File: src/rtl/cpa_pkg.sv
package cpa_pkg;

	localparam int ADDR_W  = 48;
	localparam int COUNT_W = 11;

	localparam logic CMD_ALLOC = 1'b0;
	localparam logic CMD_FREE  = 1'b1;

	localparam logic [1:0] ST_DONE    = 2'd0;
	localparam logic [1:0] ST_NOSPACE = 2'd1;
	localparam logic [1:0] ST_IGNORED = 2'd2;

	localparam int FREE_BIT = 0;
	localparam int LAST_BIT = 1;

	localparam logic [1:0] DESC_FREE = 2'b01;

	localparam logic CFG_HEAP_BASE   = 1'b0;
	localparam logic CFG_PAGES_AVAIL = 1'b1;

	localparam logic [COUNT_W-1:0] PAGES_AVAIL_RST = 11'd1024;

	typedef struct packed {
		logic               command;
		logic [COUNT_W-1:0] page_count;
		logic [ADDR_W-1:0]  address;
	} in_word_t;

	typedef struct packed {
		logic [1:0]        status;
		logic [ADDR_W-1:0] granted_address;
	} out_word_t;

endpackage

File: src/rtl/cpa_page_div.sv
module cpa_page_div #(
	parameter int NUM_PAGES  = 1024,
	parameter int PAGE_BYTES = 4096
) (
	input  logic                        clk,
	input  logic                        arst_n,
	input  logic                        start,
	input  logic [cpa_pkg::ADDR_W-1:0]  dividend,
	output logic                        done,
	output logic [cpa_pkg::ADDR_W-1:0]  quotient
);

	localparam longint unsigned SPAN = 64'(NUM_PAGES) * 64'(PAGE_BYTES);
	localparam int X_W     = $clog2(SPAN);
	localparam int SH_W    = $clog2(PAGE_BYTES);
	localparam int SHIFT   = X_W + SH_W;
	localparam int RECIP_W = X_W + 2;
	localparam int PROD_W  = X_W + RECIP_W;
	localparam longint unsigned RECIP = ((64'd1 << SHIFT) + 64'(PAGE_BYTES) - 64'd1)
	                                    / 64'(PAGE_BYTES);
	localparam logic [RECIP_W-1:0] RECIP_M = RECIP_W'(RECIP);

	logic                       vld_s1;
	logic                       vld_s2;
	logic                       over_q;
	logic [X_W-1:0]             offset_s1;
	logic [PROD_W-1:0]          prod_s2;

	always_ff @(posedge clk or negedge arst_n) begin
		if (!arst_n) begin
			vld_s1 <= 1'b0;
			vld_s2 <= 1'b0;
		end else begin
			vld_s1 <= start;
			vld_s2 <= vld_s1;
		end
	end

	// exact for every offset below 2**X_W; larger offsets lie past the last page
	always_ff @(posedge clk) begin
		if (start) begin
			offset_s1 <= dividend[X_W-1:0];
			over_q    <= |dividend[cpa_pkg::ADDR_W-1:X_W];
		end
		if (vld_s1) begin
			prod_s2 <= PROD_W'(offset_s1) * PROD_W'(RECIP_M);
		end
	end

	assign done     = vld_s2;
	assign quotient = over_q ? '1 : cpa_pkg::ADDR_W'(prod_s2[PROD_W-1:SHIFT]);

endmodule

File: src/rtl/contiguous_page_allocator_top.sv
// First-fit contiguous page allocator. One 2-bit descriptor per page (free, last of run) lives
// in a single on-chip memory with one write and one registered read port. After reset a
// clearing pass marks every page free, with in_ready low. An allocate streams the descriptors
// from page 0 at one per cycle until it finds the run, then writes the run back at one page
// per cycle and adds the base. A zero page count goes straight to the response. A free maps
// its address to a page with a reciprocal multiply by PAGE_BYTES, then walks the run at one
// page per cycle. One word is in work at a time; a finished result sits in the output register
// and the next word is taken meanwhile.
module contiguous_page_allocator_top #(
	parameter int NUM_PAGES  = 1024,
	parameter int PAGE_BYTES = 4096
) (
	input  logic                        clk,
	input  logic                        arst_n,
	input  logic                        in_valid,
	output logic                        in_ready,
	input  cpa_pkg::in_word_t           in_data,
	output logic                        out_valid,
	input  logic                        out_ready,
	output cpa_pkg::out_word_t          out_data,
	input  logic                        cfg_valid,
	output logic                        cfg_ready,
	input  logic                        cfg_index,
	input  logic [cpa_pkg::ADDR_W-1:0]  cfg_data
);

	localparam int IDX_W  = (NUM_PAGES > 1) ? $clog2(NUM_PAGES) : 1;
	localparam int CNT_W  = $clog2(NUM_PAGES + 1);
	localparam int CMP_W  = (CNT_W > cpa_pkg::COUNT_W) ? CNT_W : cpa_pkg::COUNT_W;
	localparam int SUM_W  = ((IDX_W > cpa_pkg::COUNT_W) ? IDX_W : cpa_pkg::COUNT_W) + 1;
	localparam int PB_W   = $clog2(PAGE_BYTES + 1);
	localparam int PROD_W = IDX_W + PB_W;

	typedef enum logic [8:0] {
		S_CLEAR = 9'b000000001,
		S_IDLE  = 9'b000000010,
		S_SCAN  = 9'b000000100,
		S_MARK  = 9'b000001000,
		S_MUL   = 9'b000010000,
		S_ADD   = 9'b000100000,
		S_DIV   = 9'b001000000,
		S_WALK  = 9'b010000000,
		S_RESP  = 9'b100000000
	} state_t;

	state_t                       state_q;
	logic [IDX_W-1:0]             clr_idx_q;
	logic [cpa_pkg::ADDR_W-1:0]   heap_base_q;
	logic [cpa_pkg::COUNT_W-1:0]  pages_avail_q;
	logic [cpa_pkg::COUNT_W-1:0]  want_q;
	logic [cpa_pkg::COUNT_W-1:0]  run_q;
	logic [CNT_W-1:0]             rd_ptr_q;
	logic                         rd_vld_s1;
	logic [IDX_W-1:0]             rd_idx_s1;
	logic [1:0]                   rd_data_s1;
	logic [IDX_W-1:0]             first_q;
	logic [IDX_W-1:0]             last_q;
	logic [IDX_W-1:0]             wr_ptr_q;
	logic                         walk_head_q;
	logic [PROD_W-1:0]            prod_s1;
	cpa_pkg::out_word_t           res_q;
	logic                         out_valid_q;
	cpa_pkg::out_word_t           out_data_q;

	logic [1:0]                   page_mem [NUM_PAGES];

	logic [CNT_W-1:0]             n_pages;
	logic                         accept_in;
	logic                         out_free;
	logic [cpa_pkg::COUNT_W-1:0]  run_next;
	logic                         scan_hit;
	logic                         scan_miss;
	logic                         walk_skip;
	logic                         walk_end;
	logic                         rd_en;
	logic [SUM_W-1:0]             first_sum;
	logic                         mem_we;
	logic [IDX_W-1:0]             mem_waddr;
	logic [1:0]                   mem_wdata;
	logic                         below_base;
	logic                         div_start;
	logic                         div_done;
	logic [cpa_pkg::ADDR_W-1:0]   div_quo;
	logic                         beyond_range;

	assign n_pages = (CMP_W'(pages_avail_q) > CMP_W'(NUM_PAGES)) ? CNT_W'(NUM_PAGES)
	                                                               : CNT_W'(pages_avail_q);

	assign accept_in = in_valid && in_ready;
	assign out_free  = !out_valid_q || out_ready;

	assign run_next  = run_q + cpa_pkg::COUNT_W'(1);
	assign scan_hit  = rd_vld_s1 && rd_data_s1[cpa_pkg::FREE_BIT] && (run_next == want_q);
	assign scan_miss = !rd_vld_s1 && (rd_ptr_q >= n_pages);
	assign walk_skip = rd_vld_s1 && walk_head_q && rd_data_s1[cpa_pkg::FREE_BIT];
	assign walk_end  = rd_vld_s1 && (walk_skip || rd_data_s1[cpa_pkg::LAST_BIT] ||
	                   (CNT_W'(rd_idx_s1) + CNT_W'(1) == n_pages));

	assign rd_en = (((state_q == S_SCAN) && !scan_hit) || ((state_q == S_WALK) && !walk_end))
	               && (rd_ptr_q < n_pages);

	assign first_sum = SUM_W'(rd_idx_s1) + SUM_W'(1) - SUM_W'(want_q);

	assign below_base   = in_data.address < heap_base_q;
	assign div_start    = accept_in && (in_data.command == cpa_pkg::CMD_FREE) && !below_base;
	assign beyond_range = div_quo >= cpa_pkg::ADDR_W'(n_pages);

	cpa_page_div #(
		.NUM_PAGES (NUM_PAGES),
		.PAGE_BYTES(PAGE_BYTES)
	) u_div (
		.clk      (clk),
		.arst_n   (arst_n),
		.start    (div_start),
		.dividend (in_data.address - heap_base_q),
		.done     (div_done),
		.quotient (div_quo)
	);

	always_comb begin
		mem_we    = 1'b0;
		mem_waddr = clr_idx_q;
		mem_wdata = cpa_pkg::DESC_FREE;
		unique case (state_q)
			S_CLEAR: begin
				mem_we = 1'b1;
			end
			S_MARK: begin
				mem_we    = 1'b1;
				mem_waddr = wr_ptr_q;
				mem_wdata = '0;
				mem_wdata[cpa_pkg::LAST_BIT] = (wr_ptr_q == last_q);
			end
			S_WALK: begin
				mem_we    = rd_vld_s1 && !walk_skip;
				mem_waddr = rd_idx_s1;
			end
			default: begin
				mem_we = 1'b0;
			end
		endcase
	end

	always_ff @(posedge clk) begin
		if (mem_we) begin
			page_mem[mem_waddr] <= mem_wdata;
		end
		if (rd_en) begin
			rd_data_s1 <= page_mem[rd_ptr_q[IDX_W-1:0]];
		end
	end

	always_ff @(posedge clk or negedge arst_n) begin
		if (!arst_n) begin
			heap_base_q   <= '0;
			pages_avail_q <= cpa_pkg::PAGES_AVAIL_RST;
		end else if (cfg_valid) begin
			unique case (cfg_index)
				cpa_pkg::CFG_HEAP_BASE:   heap_base_q   <= cfg_data;
				cpa_pkg::CFG_PAGES_AVAIL: pages_avail_q <= cfg_data[cpa_pkg::COUNT_W-1:0];
			endcase
		end
	end

	always_ff @(posedge clk or negedge arst_n) begin
		if (!arst_n) begin
			state_q     <= S_CLEAR;
			clr_idx_q   <= '0;
			rd_vld_s1   <= 1'b0;
			out_valid_q <= 1'b0;
		end else begin
			rd_vld_s1 <= rd_en;
			if ((state_q == S_RESP) && out_free) begin
				out_valid_q <= 1'b1;
			end else if (out_ready) begin
				out_valid_q <= 1'b0;
			end
			unique case (state_q)
				S_CLEAR: begin
					clr_idx_q <= clr_idx_q + IDX_W'(1);
					if (clr_idx_q == IDX_W'(NUM_PAGES - 1)) begin
						state_q <= S_IDLE;
					end
				end
				S_IDLE: begin
					if (accept_in) begin
						unique case (in_data.command)
							cpa_pkg::CMD_ALLOC: begin
								state_q <= (in_data.page_count == '0) ? S_RESP : S_SCAN;
							end
							cpa_pkg::CMD_FREE: begin
								state_q <= below_base ? S_RESP : S_DIV;
							end
						endcase
					end
				end
				S_SCAN: begin
					if (scan_hit) begin
						state_q <= S_MARK;
					end else if (scan_miss) begin
						state_q <= S_RESP;
					end
				end
				S_MARK: begin
					if (wr_ptr_q == last_q) begin
						state_q <= S_MUL;
					end
				end
				S_MUL: begin
					state_q <= S_ADD;
				end
				S_ADD: begin
					state_q <= S_RESP;
				end
				S_DIV: begin
					if (div_done) begin
						state_q <= beyond_range ? S_RESP : S_WALK;
					end
				end
				S_WALK: begin
					if (walk_end || scan_miss) begin
						state_q <= S_RESP;
					end
				end
				S_RESP: begin
					if (out_free) begin
						state_q <= S_IDLE;
					end
				end
				default: begin
					state_q <= S_IDLE;
				end
			endcase
		end
	end

	always_ff @(posedge clk) begin
		if (rd_en) begin
			rd_ptr_q  <= rd_ptr_q + CNT_W'(1);
			rd_idx_s1 <= rd_ptr_q[IDX_W-1:0];
		end
		unique case (state_q)
			S_IDLE: begin
				if (accept_in) begin
					want_q                <= in_data.page_count;
					run_q                 <= '0;
					rd_ptr_q              <= '0;
					walk_head_q           <= 1'b1;
					res_q.granted_address <= '0;
					if (in_data.command == cpa_pkg::CMD_ALLOC) begin
						res_q.status <= cpa_pkg::ST_NOSPACE;
					end else begin
						res_q.status <= cpa_pkg::ST_IGNORED;
					end
				end
			end
			S_SCAN: begin
				if (rd_vld_s1) begin
					run_q <= rd_data_s1[cpa_pkg::FREE_BIT] ? run_next : '0;
				end
				if (scan_hit) begin
					first_q  <= first_sum[IDX_W-1:0];
					wr_ptr_q <= first_sum[IDX_W-1:0];
					last_q   <= rd_idx_s1;
				end
			end
			S_MARK: begin
				wr_ptr_q <= wr_ptr_q + IDX_W'(1);
			end
			S_MUL: begin
				prod_s1 <= PROD_W'(first_q) * PROD_W'(PAGE_BYTES);
			end
			S_ADD: begin
				res_q.granted_address <= heap_base_q + cpa_pkg::ADDR_W'(prod_s1);
				res_q.status          <= cpa_pkg::ST_DONE;
			end
			S_DIV: begin
				if (div_done) begin
					rd_ptr_q <= div_quo[CNT_W-1:0];
					if (!beyond_range) begin
						res_q.status <= cpa_pkg::ST_DONE;
					end
				end
			end
			S_WALK: begin
				if (rd_vld_s1) begin
					walk_head_q <= 1'b0;
				end
				if (walk_skip) begin
					res_q.status <= cpa_pkg::ST_IGNORED;
				end
			end
			S_RESP: begin
				if (out_free) begin
					out_data_q <= res_q;
				end
			end
			default: begin
				walk_head_q <= walk_head_q;
			end
		endcase
	end

	assign in_ready  = (state_q == S_IDLE);
	assign out_valid = out_valid_q;
	assign out_data  = out_data_q;
	assign cfg_ready = 1'b1;

endmodule

File: config.mk
export PLATFORM = sky130hd
export DESIGN_NAME = contiguous_page_allocator_top
export DESIGN_NICKNAME = d
export VERILOG_FILES = /design/src/rtl/cpa_pkg.sv /design/src/rtl/cpa_page_div.sv /design/src/rtl/contiguous_page_allocator_top.sv
export SDC_FILE = /design/constraint.sdc
export NUM_CORES = 2
export LEC_CHECK = 0
export BUFFER_PORTS_ARGS = -buffer_cell sky130_fd_sc_hd__buf_4
export CORE_AREA = 2 2 413 415
export CTS_BUF_LIST = sky130_fd_sc_hd__clkbuf_8
export DETAILED_ROUTE_END_ITERATION = 10
export DIE_AREA = 0 0 415 417
export GPL_TIMING_DRIVEN = 0
export PLACE_DENSITY_LB_ADDON = 0.08
export SYNTH_ARGS = -nofsm -noshare
export SYNTH_HDL_FRONTEND = slang
export SYNTH_SLANG_ARGS = --single-unit
File: constraint.sdc
create_clock -name clk -period 22.1 [get_ports clk]
set_input_delay 1.105 -clock clk [delete_from_list [all_inputs] [get_ports clk]]
set_output_delay 1.105 -clock clk [all_outputs]
set_load 0.01 [all_outputs]
* After elaboration in Yosys (flattened, before gate mapping)
Memories as Yosys holds them, arrays and structs flattened. A register that Yosys moved wholly into a read port is not among the register bits. Index checks and enable logic that the tools add are counted.
Cells by class: magnitude comparators 5, multiplexer cells 42, bitwise operators 2, eq/ne operators 25, reduce and logical (&&, ||, !) cells 45, add/subtract/negate cells 9
Operators with widths (number):
- 9-bit two-way mux | 11
- 48-bit one-hot mux with 2 select lines | 1
- 9-bit one-hot mux with 9 select lines | 1
- 11-bit two-way mux | 7
- 50-bit two-way mux | 1
- 48-bit by 22-bit adder with 48-bit output | 1
- 48-bit by 11-bit >= comparator with 1-bit output | 1
- 48-bit less-than comparator | 1
- 48-bit two-way mux | 1
- 48-bit subtractor | 1
- 11-bit one-hot mux with 2 select lines | 2
- 10-bit one-hot mux with 2 select lines | 2
- 10-bit by 1-bit adder with 10-bit output, second input constant | 3
- 26-bit OR reduction | 1
- 11-bit by 1-bit adder with 11-bit output, second input constant | 2
- 11-bit equality test | 2
- 9-bit one-hot mux with 2 select lines | 1
- 2-bit inequality test, second input constant | 8
- 1-bit logical AND | 14
- 2-bit AND reduction | 7
- 10-bit by 1-bit adder with 11-bit output, second input constant | 1
- 11-bit >= comparator | 1
- 11-bit greater-than comparator, second input constant | 1
- 11-bit zero test | 1
- other kinds (29) | 56
Storage, ports and cells: flip-flop bits (word level) 311, logic and storage cells 153, memories 1, bits in writable memories 2048
Memory list:
- page_mem | words 1024, bits a word 2, rd ports 1, clocked after Yosys merged registers in 1, wr ports 1, line contiguous_page_allocator_top.sv:65 | logic [1:0] page_mem [NUM_PAGES];

* Depth between registers and ports, before layout
depth after elaboration 12, depth in mapped cells 16, mapped depth without buffers 16

* Modules after synthesis
Synthesis repeated with hierarchy kept, for this count alone.
Second synthesis, totals: cells, all modules 5900, area, all modules 99128.8 um2
Modules (own cells, without submodules):
- contiguous_page_allocator_top | cells an instance 5820, area each 98035.3 um2, sequential area each 68978.7 um2, instances 1
- cpa_page_div | cells an instance 80, area each 1093.5 um2, sequential area each 680.7 um2, instances 1

* Worst setup path before layout
Ideal clock, no wire load.
kind reg2reg, start point reg state_q[8], end point reg wr_ptr_q[0], enable pin, slack 135 ps, cell stages (with the launch flop) 9, clock period less this slack 21965 ps, arrival time 20628 ps, buffers on the path 3, required time 20763 ps, library setup time 1337 ps, cell sequence dfrtp_1 nor3_2 nand3_1 nor3b_2 buf_4 buf_2 inv_1 clkbuf_1 nand2_1
Between the ends: longest elaborated chain between the ends 3
Ends and longest elaborated chain:
- start, declared | line contiguous_page_allocator_top.sv:46 | state_t state_q;
- start signal, assigned | line contiguous_page_allocator_top.sv:189 | state_q <= (in_data.page_count == '0) ? S_RESP : S_SCAN;
- start signal, assigned | line contiguous_page_allocator_top.sv:192 | state_q <= below_base ? S_RESP : S_DIV;
- start signal, assigned | line contiguous_page_allocator_top.sv:217 | state_q <= beyond_range ? S_RESP : S_WALK;
- 9-bit by 3-bit equality test with 1-bit output / 9-bit by 4-bit equality test with 1-bit output (equally long branches) | line contiguous_page_allocator_top.sv:242 | unique case (state_q)
- 2-bit inequality test (no line) / 2-bit nonzero test (equally long branches)
- 2-bit AND reduction (no line) *
- end signal, assigned | line contiguous_page_allocator_top.sv:263 | wr_ptr_q <= first_sum[IDX_W-1:0];
- end signal, assigned | line contiguous_page_allocator_top.sv:268 | wr_ptr_q <= wr_ptr_q + IDX_W'(1);
- end, declared | line contiguous_page_allocator_top.sv:58 | logic [IDX_W-1:0] wr_ptr_q;
Mark *: on every way between the ends. The rest lies on a longest branch, timed or not. A chain may end at the register's enable or synchronous reset.

* Worst setup path after layout
start point reg rd_ptr_q[1], end point reg rd_data_s1[0] (read register of page_mem), data pin
Between the ends: longest elaborated chain between the ends 2
Ends and longest elaborated chain:
- start, declared | line contiguous_page_allocator_top.sv:52 | logic [CNT_W-1:0] rd_ptr_q;
- start signal, assigned | line contiguous_page_allocator_top.sv:239 | rd_ptr_q <= rd_ptr_q + CNT_W'(1);
- start signal, assigned | line contiguous_page_allocator_top.sv:279 | rd_ptr_q <= div_quo[CNT_W-1:0];
- 11-bit less-than comparator | line contiguous_page_allocator_top.sv:100 | && (rd_ptr_q < n_pages);
- 1-bit logical AND | line contiguous_page_allocator_top.sv:100
- end, declared | line contiguous_page_allocator_top.sv:55 | logic [1:0] rd_data_s1;
Several ways; a longest one is shown, not always the timed one.

==> metrics.log <==
[metrics] Period Utilization, post-route: 0.303
[metrics] Post-Route Skew: 0.0775 ns
[metrics] worst-case register-to-register setup slack: 15.41 ns
[metrics] type of the most critical hold path: in2reg
[metrics] total of buffers placed on input and output ports: 165
[metrics] Total Wirelength: 306000 µm
[metrics] Setup CP Type: reg2reg
[metrics] Tot GR Track Use: 0.355
[metrics] achievable frequency: 150 MHz
[metrics] fraction of final layout cells sized beyond drive strength 1: 0.232
[metrics] fill cell instance count of the final layout: 11.9k
[metrics] post-DP HPWL: 200000 µm
[metrics] slew margin rel.: -0.103
[metrics] count of placed standard cells including taps: 8200
[metrics] num rows: 151
[metrics] CORE AREA: 169000 µm²
[metrics] fin crit period: 6.69 ns
[metrics] CTS-repair resized insts: 0
[metrics] cell chosen for the clock root: sky130_fd_sc_hd__clkbuf_8
[metrics] # clock sinks: 2337
[metrics] gate count after technology mapping: 5783
[metrics] Min-Delay Path Depth: 1
[metrics] number of standard cells in the layout, taps in and fillers out: 8861
[metrics] total of hold buffers inserted after clock tree synthesis: 0
[metrics] proportion of synthesized chip area in sequential cells: 0.705
[metrics] unrepaired setup endpoints after global routing: no
[metrics] number of synthesized register bits: 2337
[metrics] Leak: 0.0382 µW
[metrics] critical-path maximum fanout: 10
[metrics] maximum level of the CTS H-tree: 5
[metrics] number of flops mapped to enable cells by yosys: 2244
[metrics] failing checks: capacitance limit, slew limit
[metrics] HP Start: in_data[48]
[metrics] net count after synthesis: 5999
[metrics] grt ovf: 0
[metrics] total setup buffers inserted after CTS: 0
[metrics] first-pass GRT wire length: 424000 µm
[metrics] via/cell ratio: 6.68
[metrics] synthesized area divided by synthesized cell count: 17.1 µm²
[metrics] count of nets after finishing: 6589
[metrics] top-level I/O count: 167
[metrics] routed via count: 59.2k
[metrics] final sum of negative setup slack: 0 ns
[metrics] power per standard cell area: 90.0 nW/µm²
[metrics] endpoints failing setup: 0
[metrics] DR pass1 iterations: 9
[metrics] number of violations reported at the end of detailed-routing iteration 0: 9570
[metrics] effective utilization at floorplan: 0.586
[metrics] Die Ht: 417 µm
[metrics] worst supply voltage drop on vdd: 0.0979 mV
[metrics] maximum clock insertion buffer count: 4
[metrics] combined area of all synthesized cells: 98800 µm²
[metrics] total CTS buffers: 386
[metrics] Yosys warning count: 0
[metrics] Synth async-reset ratio: 0.0351
[metrics] reg2reg start: rd_ptr_q[1]
[metrics] die span in x: 415 µm
[metrics] hold worst-path end: want_q[0]
[metrics] final antenna-violating net count: 0
[metrics] endpoint of the most critical register-to-register path: rd_data_s1[0]
[metrics] Worst Max-Slew Pin Slew: 1.65 ns
[metrics] startpoint types: register
[metrics] reg2reg path depth: 11
[metrics] critical path endpoint category: register
[metrics] most instantiated flip-flop cell in the synthesis netlist: sky130_fd_sc_hd__edfxtp_1
[metrics] TritonCTS clock tree: yes
[metrics] Placer Congestion: 0.928
[metrics] largest net degree at the start of global routing: 102
[metrics] Max Transition Viols Final: 104
[metrics] hold violation count in the final report: 0
[metrics] growth of design area from synthesis to finish: 11.8%
[metrics] arrival time reported for the critical path endpoint: 7.44 ns
[metrics] number of antenna violations at the first check in global routing: 22
[metrics] sequential cell area in the final layout: 69700 µm²
[metrics] clock-pin slew reported for the worst setup and hold paths after clock tree synthesis: 0.07 ns
[metrics] clock latency on the worst-skew pair: 1.12 ns
[metrics] Required @ worst endpoint: 22.85 ns
[metrics] total die area: 173000 µm²
[metrics] Cell variety after synth: 98
[metrics] result of the run: finished, violations left
[metrics] total area of multi-input combinational cells: 27200 µm²
[metrics] total of max-cap violations: 12
[metrics] remaining design rule violation count: 0
[metrics] Routed wire per std cell: 34.5 µm
[metrics] number of global-route vias before repair: 58.3k
## power breakdown
group	internal, µW	switching, µW	total (µW)
sequential	4910	64.8	4970
clock	1730	1710	3440
combinational	562	963	1520
## cell type report
class                      instances  area share
antenna                            8    0.000181
buffer                           392      0.0152
clock buffer                     394      0.0491
clock inverter                   256      0.0113
inverter                         101     0.00343
multi-input combinational       2953       0.246
sequential                      2337       0.631
tap                             2218      0.0251
timing repair buffer             202      0.0190
## synthesized netlist by cell type, drive strengths merged (6+ instances only)
cell,instances,share of area
a211oi,12,0.00091
a21o,29,0.0022
a21oi,93,0.0049
a221o,6,0.00061
a221oi,9,0.00099
a22o,8,0.00080
a22oi,9,0.00068
a31oi,8,0.00066
and2,17,0.0011
and3,13,0.00082
and4,9,0.00080
buf,161,0.0074
clkbuf,231,0.0088
dfrtp,80,0.020
dfxtp,11,0.0022
edfxtp,2244,0.68
ha,100,0.013
inv,99,0.0038
mux2,15,0.0017
mux2i,16,0.0016
mux4,664,0.15
nand2,255,0.0097
nand2b,20,0.0013
nand3,41,0.0021
nand4,34,0.0022
nor2,1153,0.044
nor2b,13,0.00082
nor3,31,0.0017
nor3b,14,0.0012
nor4,18,0.0014
nor4b,8,0.0010
o211ai,8,0.00061
o21a,10,0.00076
o21ai,111,0.0057
o21bai,16,0.0012
o22ai,8,0.00051
o31ai,7,0.00053
or2,12,0.00076
or3,7,0.00049
xnor2,82,0.0073
xor2,39,0.0035
## worst max-delay path by stage
stage                         end   startpoint  slack [ns]  cells after the start
floorplan             wr_ptr_q[0]   state_q[8]        0.13                      8
global placement      wr_ptr_q[0]   state_q[8]      -18.30                      8
detailed placement  rd_data_s1[0]  rd_ptr_q[1]       16.03                     11
CTS                 rd_data_s1[0]  rd_ptr_q[1]       16.02                     11
global route        rd_data_s1[0]  rd_ptr_q[1]       15.52                     11
finish              rd_data_s1[0]  rd_ptr_q[1]       15.41                     11
## logic make-up after synthesis
family	after synthesis	share of synthesized area
xor gates and xnor gates	124	0.0114
and+or+nand+nor	1657	0.0707
other	1	0.0000380
AOI/OAI and AO/OA	374	0.0249
muxes	695	0.155
DFF	2337	0.705
adders and majority gates	102	0.0131
buffers and inverters	493	0.0200
## cells in the final DEF, fill, tap and decap left out, types with 14 or more instances in the layout
master,netlist,layout
sky130_fd_sc_hd__nor4_1,16,16
sky130_fd_sc_hd__a21oi_1,90,89
sky130_fd_sc_hd__o21bai_1,16,16
sky130_fd_sc_hd__buf_4,3,168
sky130_fd_sc_hd__ha_1,100,100
sky130_fd_sc_hd__nand2b_1,19,19
sky130_fd_sc_hd__clkbuf_2,0,57
sky130_fd_sc_hd__nor2_1,1142,1141
sky130_fd_sc_hd__a21o_1,29,29
sky130_fd_sc_hd__xor2_1,39,39
sky130_fd_sc_hd__mux2_2,14,14
sky130_fd_sc_hd__buf_2,89,93
sky130_fd_sc_hd__xnor2_1,82,82
sky130_fd_sc_hd__buf_1,68,63
sky130_fd_sc_hd__clkbuf_1,231,174
sky130_fd_sc_hd__clkinv_1,2,81
sky130_fd_sc_hd__edfxtp_1,2244,2244
sky130_fd_sc_hd__buf_16,0,24
sky130_fd_sc_hd__nand2_1,253,252
sky130_fd_sc_hd__dfrtp_1,80,80
sky130_fd_sc_hd__and2_1,17,16
sky130_fd_sc_hd__o21ai_0,106,106
sky130_fd_sc_hd__mux4_2,664,664
sky130_fd_sc_hd__nand4_1,34,34
sky130_fd_sc_hd__inv_1,98,227
sky130_fd_sc_hd__nand3_1,40,40
sky130_fd_sc_hd__clkinv_2,0,31
sky130_fd_sc_hd__mux2i_1,16,16
sky130_fd_sc_hd__clkbuf_8,0,394
sky130_fd_sc_hd__nor3_1,28,28
## per-layer routing
metal / global-route usage / vias up / wire length [µm]
li1: - / 23700 / -
met1: 0.471 / 30300 / 110000
met2: 0.543 / 4317 / 140000
met3: 0.0999 / 813 / 38000
met4: 0.181 / 12 / 17800
met5: 0.00639 / - / 312
## critical path, cell delays in order, from the launching register on
cell                       delay [ns]
sky130_fd_sc_hd__dfxtp_1         0.42
sky130_fd_sc_hd__buf_2           0.46
sky130_fd_sc_hd__clkbuf_1        0.33
sky130_fd_sc_hd__clkbuf_1        1.18
sky130_fd_sc_hd__clkbuf_1        1.08
sky130_fd_sc_hd__mux4_2          0.45
sky130_fd_sc_hd__mux4_2          0.50
sky130_fd_sc_hd__mux2i_1         0.24
sky130_fd_sc_hd__o22ai_1         0.20
sky130_fd_sc_hd__a211oi_1        1.01
sky130_fd_sc_hd__a32o_1          0.23
sky130_fd_sc_hd__mux2i_1         0.20
## metrics by stage
stage	hold WS, ns	instance area (µm²)	utilization	total power, µW	worst slack, ns
after floorplan	0.400	98800	-	5980	0.135
after global placement	0.400	103000	0.610	6560	-18.30
after detailed placement	0.405	104000	0.616	6570	16.03
after CTS	0.145	110000	0.655	9930	16.02
after global routing	0.199	110000	0.655	10200	15.52
final	0.205	110000	0.655	9940	15.41
## state kept, by name, indices dropped and copies added, names as in the netlist
name / flops
page_mem: 2048
rd_idx_s1: 10
heap_base_q: 48
rd_ptr_q: 11
first_q: 10
u_div.offset_s1: 10
rd_data_s1: 2
last_q: 10
run_q: 11
clr_idx_q: 10
rd_vld_s1: 1
out_data: 50
want_q: 11
wr_ptr_q: 10
u_div.vld_s1: 1
u_div.over_q: 1
prod_s1: 10
pages_avail_q: 11
u_div.done: 1
state_q: 9
res_q: 50
walk_head_q: 1
out_valid: 1
u_div.prod_s2: 10
Note: power is estimated with default switching activity, not from simulation.
